**src/hw/rtl/qxmm_pkg.sv**
```systemverilog
// Package for the quad X motor mixer: payload structs, config struct, register indexes.
// No dependencies.
package qxmm_pkg;

  typedef struct packed {
    logic signed [31:0] lift_force;
    logic signed [31:0] roll_torque;
    logic signed [31:0] pitch_torque;
    logic signed [31:0] yaw_torque;
  } cmd_t;

  typedef struct packed {
    logic [19:0] speed_front_left;
    logic [19:0] speed_front_right;
    logic [19:0] speed_rear_left;
    logic [19:0] speed_rear_right;
  } res_t;

  typedef struct packed {
    logic [23:0] inv_arm_x;
    logic [23:0] inv_arm_y;
    logic [31:0] lift_to_drag_ratio;
    logic [31:0] inv_lift_coefficient;
    logic [19:0] speed_floor;
    logic [19:0] speed_ceiling;
  } cfg_t;

  localparam logic [2:0] REG_INV_ARM_X  = 3'd0;
  localparam logic [2:0] REG_INV_ARM_Y  = 3'd1;
  localparam logic [2:0] REG_LTD_RATIO  = 3'd2;
  localparam logic [2:0] REG_INV_LIFT   = 3'd3;
  localparam logic [2:0] REG_MIN_SPEED  = 3'd4;
  localparam logic [2:0] REG_MAX_SPEED  = 3'd5;

  localparam int SQRT_STEPS = 21;   // root bits of a 41-bit radicand
  localparam logic [40:0] SQ_CAP = 41'h100_0000_0000;

endpackage

```
**src/hw/rtl/qxmm_sqrt.sv**
```systemverilog
// Pipelined integer square root, one result bit per stage, with speed clamp.
// Depends on qxmm_pkg.
module qxmm_sqrt (
  input  logic             clk,
  input  logic             rst,
  input  logic             in_valid,
  input  logic [40:0]      radicand,
  input  logic [19:0]      min_speed,
  input  logic [19:0]      max_speed,
  output logic             out_valid,
  output logic [19:0]      speed
);
  localparam int N = qxmm_pkg::SQRT_STEPS;
  logic [N:0]            v;
  logic [N:0][41:0]      rem;
  logic [N:0][41:0]      rad;
  logic [N:0][20:0]      root;

  always_comb begin
    v[0] = in_valid;
    rad[0] = {1'b0, radicand};
    rem[0] = '0;
    root[0] = '0;
  end

  for (genvar s = 0; s < N; s++) begin : g_step
    logic [41:0] trial;
    logic [41:0] cur;
    always_comb begin
      cur = {rem[s][39:0], rad[s][41:40]};
      trial = {19'd0, root[s], 2'b01};
    end
    always_ff @(posedge clk) begin
      if (rst) v[s+1] <= 1'b0;
      else v[s+1] <= v[s];
      rad[s+1] <= {rad[s][39:0], 2'b00};
      if (cur >= trial) begin
        rem[s+1] <= cur - trial;
        root[s+1] <= {root[s][19:0], 1'b1};
      end else begin
        rem[s+1] <= cur;
        root[s+1] <= {root[s][19:0], 1'b0};
      end
    end
  end

  logic [20:0] lo;
  always_comb begin
    lo = (root[N] < 21'(min_speed)) ? 21'(min_speed) : root[N];
  end

  always_ff @(posedge clk) begin
    if (rst) out_valid <= 1'b0;
    else out_valid <= v[N];
    speed <= (lo > 21'(max_speed)) ? max_speed : lo[19:0];
  end
endmodule

```
**config.mk**
```make
export PLATFORM = sky130hd
export DESIGN_NAME = qxmm_sqrt
export DESIGN_NICKNAME = d
export VERILOG_FILES = /design/src/hw/rtl/qxmm_pkg.sv /design/src/hw/rtl/qxmm_sqrt.sv
export SDC_FILE = /design/constraint.sdc
export NUM_CORES = 2
export LEC_CHECK = 0
export BUFFER_PORTS_ARGS = -buffer_cell sky130_fd_sc_hd__buf_4
export CAP_MARGIN = 5
export CORE_ASPECT_RATIO = 0.8
export CORE_MARGIN = 2
export CORE_UTILIZATION = 47
export CTS_BUF_LIST = sky130_fd_sc_hd__clkbuf_2 sky130_fd_sc_hd__clkbuf_4 sky130_fd_sc_hd__clkbuf_8
export DETAILED_ROUTE_END_ITERATION = 12
export SLEW_MARGIN = 20
export SYNTH_ARGS = -nofsm -noshare
export SYNTH_HDL_FRONTEND = slang
export SYNTH_SLANG_ARGS = --single-unit
```
**constraint.sdc**
```tcl
create_clock -name clk -period 5 [get_ports clk]
set_input_delay 0.5 -clock clk [delete_from_list [all_inputs] [get_ports clk]]
set_output_delay 0.5 -clock clk [all_outputs]
set_load 0.005 [all_outputs]
```
======== Word level (Yosys, flattened, before mapping) ========
Index checks and enable logic that the tools add are counted.
storage, ports and cells
  output and inout bits ................... 21
  latch bits .............................. 0
  ROM bits ................................ 0
  memories ................................ 0
  word-level logic and storage cells ...... 171
  flip-flop bits (word level) ............. 1,455
  bits in writable memories ............... 0
  bits of input ports ..................... 84
operators by class
  reduce and logical (&&, ||, !) cells .... 0
  divide/modulo/power cells ............... 0
  bitwise operators ....................... 0
  muxes and demuxes ....................... 43
  equal/unequal tests ..................... 0
  add/sub/neg operators ................... 20
  shift-type cells ........................ 0
  $mul .................................... 0
  $lt $le $gt $ge ......................... 23
operators with widths
  operator                                          number
  40-bit 2-to-1 mux                                 19
  42-bit by 10-bit >= comparator with 1-bit output  1
  42-bit by 11-bit >= comparator with 1-bit output  1
  42-bit by 12-bit >= comparator with 1-bit output  1
  42-bit by 13-bit >= comparator with 1-bit output  1
  42-bit by 14-bit >= comparator with 1-bit output  1
  42-bit by 15-bit >= comparator with 1-bit output  1
  42-bit by 16-bit >= comparator with 1-bit output  1
  42-bit by 17-bit >= comparator with 1-bit output  1
  42-bit by 18-bit >= comparator with 1-bit output  1
  42-bit by 19-bit >= comparator with 1-bit output  1
  42-bit by 20-bit >= comparator with 1-bit output  1
  42-bit by 21-bit >= comparator with 1-bit output  1
  42-bit by 22-bit >= comparator with 1-bit output  1
  42-bit by 3-bit >= comparator with 1-bit output   1
  42-bit by 4-bit >= comparator with 1-bit output   1
  42-bit by 5-bit >= comparator with 1-bit output   1
  42-bit by 6-bit >= comparator with 1-bit output   1
  42-bit by 7-bit >= comparator with 1-bit output   1
  42-bit by 8-bit >= comparator with 1-bit output   1
  42-bit by 9-bit >= comparator with 1-bit output   1
  40-bit by 10-bit subtractor with 40-bit output    1
  40-bit by 11-bit subtractor with 40-bit output    1
  40-bit by 12-bit subtractor with 40-bit output    1
  other kinds (23)                                  44

======== Longest topological paths before layout ========
  word-level depth ........................ 4
  gate-level depth with buffers ........... 20
  mapped depth without buffers ............ 18

======== Worst setup path after synthesis ========
OpenSTA, ideal clock, no wires.
  path kind ............................... input to register
  start point ............................. input port min_speed[10]
  end point ............................... register speed[10]
  stages .................................. 20
  slack ................................... 0.844 ns
  setup time .............................. 0.121 ns
  required time ........................... 4.879 ns
  arrival ................................. 4.035 ns
  path through ............................ inv_1 ha_1 o21a_1 o21a_1 o21ai_0 a211oi_1 o31ai_1 nand2_1 clkbuf_1 mux2_2 ha_1 a21o_1 a21o_1 a21oi_1 nor2_1 a2111oi_0 o31a_1 a211oi_1 clkbuf_1 mux2_2
between the ends
  cells in the longest elaborated chain, start to end .. 4
RTL lines
  element                                                     RTL line         source
  start, declared                                             qxmm_sqrt.sv:8   input logic [19:0] min_speed,
  21-bit by 20-bit less-than comparator with 1-bit output     qxmm_sqrt.sv:49  lo = (root[N] < 21'(min_speed)) ? 21'(min_speed) : root[N];
  21-bit 2-to-1 mux (*)                                       qxmm_sqrt.sv:49
  21-bit by 20-bit greater-than comparator with 1-bit output  qxmm_sqrt.sv:55  speed <= (lo > 21'(max_speed)) ? max_speed : lo[19:0];
  20-bit 2-to-1 mux (*)                                       qxmm_sqrt.sv:55
  end signal, assigned                                        qxmm_sqrt.sv:55
  end, declared                                               qxmm_sqrt.sv:11  output logic [19:0] speed
Every way passes the cells marked *; elsewhere a longest branch is shown, timed or not.
A chain may end at the register's enable or synchronous reset.

======== Final worst setup path ========
  start point ............................. register root[455] (netlist name)
  end point ............................... register speed[2]
between the ends
  cells in the longest elaborated chain, start to end .. 4
RTL lines
  element                                                     RTL line         source
  start, declared                                             qxmm_sqrt.sv:17  logic [N:0][20:0] root;
  start signal, assigned by index                             qxmm_sqrt.sv:39  root[s+1] <= {root[s][19:0], 1'b1};
  start signal, assigned by index                             qxmm_sqrt.sv:42  root[s+1] <= {root[s][19:0], 1'b0};
  21-bit by 20-bit less-than comparator with 1-bit output     qxmm_sqrt.sv:49
  21-bit 2-to-1 mux (*)                                       qxmm_sqrt.sv:49
  21-bit by 20-bit greater-than comparator with 1-bit output  qxmm_sqrt.sv:55
  20-bit 2-to-1 mux (*)                                       qxmm_sqrt.sv:55
Marked as above.

==> out/metrics.cfg <==
[placement]
hpwl_um=87300
place.gp.congestion=0.865
io_buffer_count=104
dpl_cell_area_mm2=0.0560

[critical_path]
startpoint_type=flop
criticalPathCategory=reg -> reg
path_cells=ha_1, a21o_1, a21o_1, a21oi_1, o21ai_0, a211oi_2, nand2_2, buf_4, mux2_2, ha_1, a21o_1, a21oi_2, o211ai_1, a2111oi_2, o31a_1, a211oi_2, buf_6, mux2_2, dlygate4sd3_1
crit_top_cell=a21o_1
worst_ep_required_time_ps=5770
crit_path_end_kind=flop
crit_path_max_fanout=20
crit_arrival_ps=5420
critPathTopFamily=compound AO/OA/AOI/OAI gates
max_stage_delay_ps=550
path_buf_inv=3
critPathSlowestCell=dlygate4sd3_1

[timing]
slew_violations=0
worstMarginPinSlew_ps=1030
finalSetupViolations=0
period_share_pct=93.1
holdWs_ps=234
hold_viol_final=0
period_minus_slack_ps=4660
max_freq_mhz=215
skew_ps=40.9
rsz0062_at_grt=no
fin_setup_tns_ps=0
slew_headroom_pct=31.1

[die]
initial_core_util_pct=47.4
ios=105
rows=110
die_x_um=381
design.die.area_mm2=0.116
die_y_um=306
coreArea_mm2=0.113

[yosys]
mappedNetlistNets=5663
synth_ff_type=dfxtp_1
avgSynthCellArea_um2=10.1
yosys_warnings=0
netlist.area_leader.share_pct=53.3
synthSimpleGateAreaFrac_pct=15.9
synth-compound-area-share_pct=9.60
synthAdderAreaFrac_pct=6.79
synth-edff-count=0
synth.distinct_cells=83
ys_top_cells_by_area=dfxtp_1, ha_1, xor2_1
synthXorXnorAreaFrac_pct=9.83
muxShareOfSynthArea_pct=1.47
synth_largest_area_cell=dfxtp_1
synth.most_common_cell=dfxtp_1
ys_seq_area_share_pct=53.3
synthTopCellsByCount=dfxtp_1, nand2_1, inv_1
async_reset_ff_share_pct=0
synth_cells=5289
synth_top_family_by_area=simple AND/OR/NAND/NOR gates
netlist_area_mm2=0.0535
ys_ff_latch=1424

[drt]
wl_um=116000
drt-initial-drc-count=2265
drt-wirelength-per-cell_um=15.9
drc=0
ant_nets=0
post_drt_via_cell_ratio=5.09
first_pass_iters=6
dr_total_vias=37200

[cells_and_area]
final_area_mm2=0.0617
syn2layout_area_growth_pct=15.4
drive_gt1_share_pct=11.0
fin_util_pct=54.7
finalNetCount=6004
n_fill_cell=10000

[power]
seqPwrFrac_pct=50.8
swShare_pct=27.2
p_comb_share_pct=13.4
p_leak_nw=27.3
ir_drop_v=0.000308
clock_power_share_pct=35.8
switching_power_w=0.00794
power.internal_w=0.0212
powerDensity_mw_per_mm2=473

[status]
outcome=complete, no violations

[cts]
cts_buffers=213
cts.htree.levels=4
cts_buffer_depth=3
cts.sinks=1424
root_buffer=clkbuf_8
clock_latency_ps=920
path_clk_slew_ps=60
cts_tree=yes

[grt]
grt_pass1_wl_um=187000
grt_pass1_vias=35700
grt_remaining_overflow=0
grt_max_degree=41
antenna_found_initial=6
grt_use_total_pct=19.9

[min_path]
worstHoldPathType=in -> reg

[run]
drv_cap=0

## stage by stage
| step | total power, W | cells | worst slack, ps |
|---|---|---|---|
| after floorplan | 0.0175 | 5289 | 844 |
| after global placement | 0.0189 | 6842 | 251 |
| after detailed placement | 0.0189 | 6842 | 314 |
| after CTS | 0.0295 | 7299 | 76.6 |
| after global routing | 0.0307 | 7305 | 51.9 |
| final | 0.0292 | 7305 | 344 |
## power by group through the flow
stage	combinational (W)	clock (W)	sequential (W)
finish	0.00391	0.0104	0.0148
global route	0.00439	0.0113	0.0151
CTS	0.00393	0.0108	0.0148
detailed placement	0.00383	0	0.0150
global placement	0.00381	0	0.0150
floorplan	0.00296	0	0.0145
## kinds of logic (layout without fill, tap and decap cells)
logic type | Yosys count | in the layout
simple gates | 1647 | 1647
flops | 1424 | 1424
compound gates | 813 | 813
xor+xnor | 600 | 600
buf+inv | 443 | 942
fa+ha+maj | 290 | 290
mux | 71 | 71
other cells | 1 | 6
## cell type report
type | count | area (µm²) | share of cell area (%)
Sequential cell | 1424 | 28500 | 46.2
Multi-Input combinational cell | 3422 | 23300 | 37.8
Clock buffer | 320 | 4090 | 6.62
Tap cell | 1512 | 1890 | 3.07
Timing Repair Buffer | 213 | 1810 | 2.94
Inverter | 356 | 1340 | 2.17
Clock inverter | 53 | 741 | 1.20
Antenna cell | 5 | 12.5 | 0.0203
## path summary, 6_finish.rpt
path / startpoint / depth (start not counted) / slack, ps / endpoint
min reg2reg: rad[142] / 0 / 310 / rad[186]
min: radicand[40] / 2 / 230 / g_step[1].trial[2]
max: root[455] / 19 / 340 / speed[2]
max reg2reg: root[455] / 19 / 340 / speed[2]
## worst register-to-register path, stage by stage, from the launching register on
cell and delay [ps]:
dfxtp_1 310, ha_1 290, a21o_1 160, a21o_1 170
a21oi_1 160, o21ai_0 120, a211oi_2 240, nand2_2 120
buf_4 200, mux2_2 310, ha_1 300, a21o_1 170
a21oi_2 160, o211ai_1 150, a2111oi_2 340, o31a_1 250
a211oi_2 60, buf_6 190, mux2_2 290, dlygate4sd3_1 550
## sequential cells by signal, indices dropped and copies added, names as in the netlist
register      cells
out_valid         1
rad             380
speed            20
g_step.cur      771
v                21
root             21
g_step.trial    210
## layer usage
layer / wire, µm / share of wire, % / vias up / track usage (%)
met3: 5980 / 5.1 / 190 / 3.58
met1: 59300 / 51 / 17300 / 29.3
met5: 0 / 0 / - / 0
met2: 48700 / 42 / 804 / 29.3
li1: - / - / 18900 / -
met4: 2310 / 2.0 / 0 / 6.18
## timing repair
item / CTS / global route
buffers inserted: 0 / 1
endpoints found under the setup margin: 0 / 20
endpoints found under the hold margin: 83 / 0
resized for setup: 0 / 7
hold buffers: 84 / 0
## placed cells by master (no fill, tap or decap), drive strengths merged, types with 13 or more instances in the layout
cell            n
o211ai         18
or3            85
o21a           60
nor4          126
a21o           87
inv           355
o21ai         242
a31oi          16
nand3         108
xor2          327
xnor2         273
nor3          204
o31ai          42
nand4          58
nor2b          61
and3           26
a21oi         205
nor2          327
mux2           60
nand2         365
nor3b          13
bufinv         17
dfxtp        1424
nand2b         75
o21bai         14
and2           13
buf           129
a211oi         29
nand3b         22
clkinv         30
or2            44
nand4b         14
clkbuf        320
dlygate4sd3    84
or4            72
ha            290
Power figures use the tool's default switching activity.
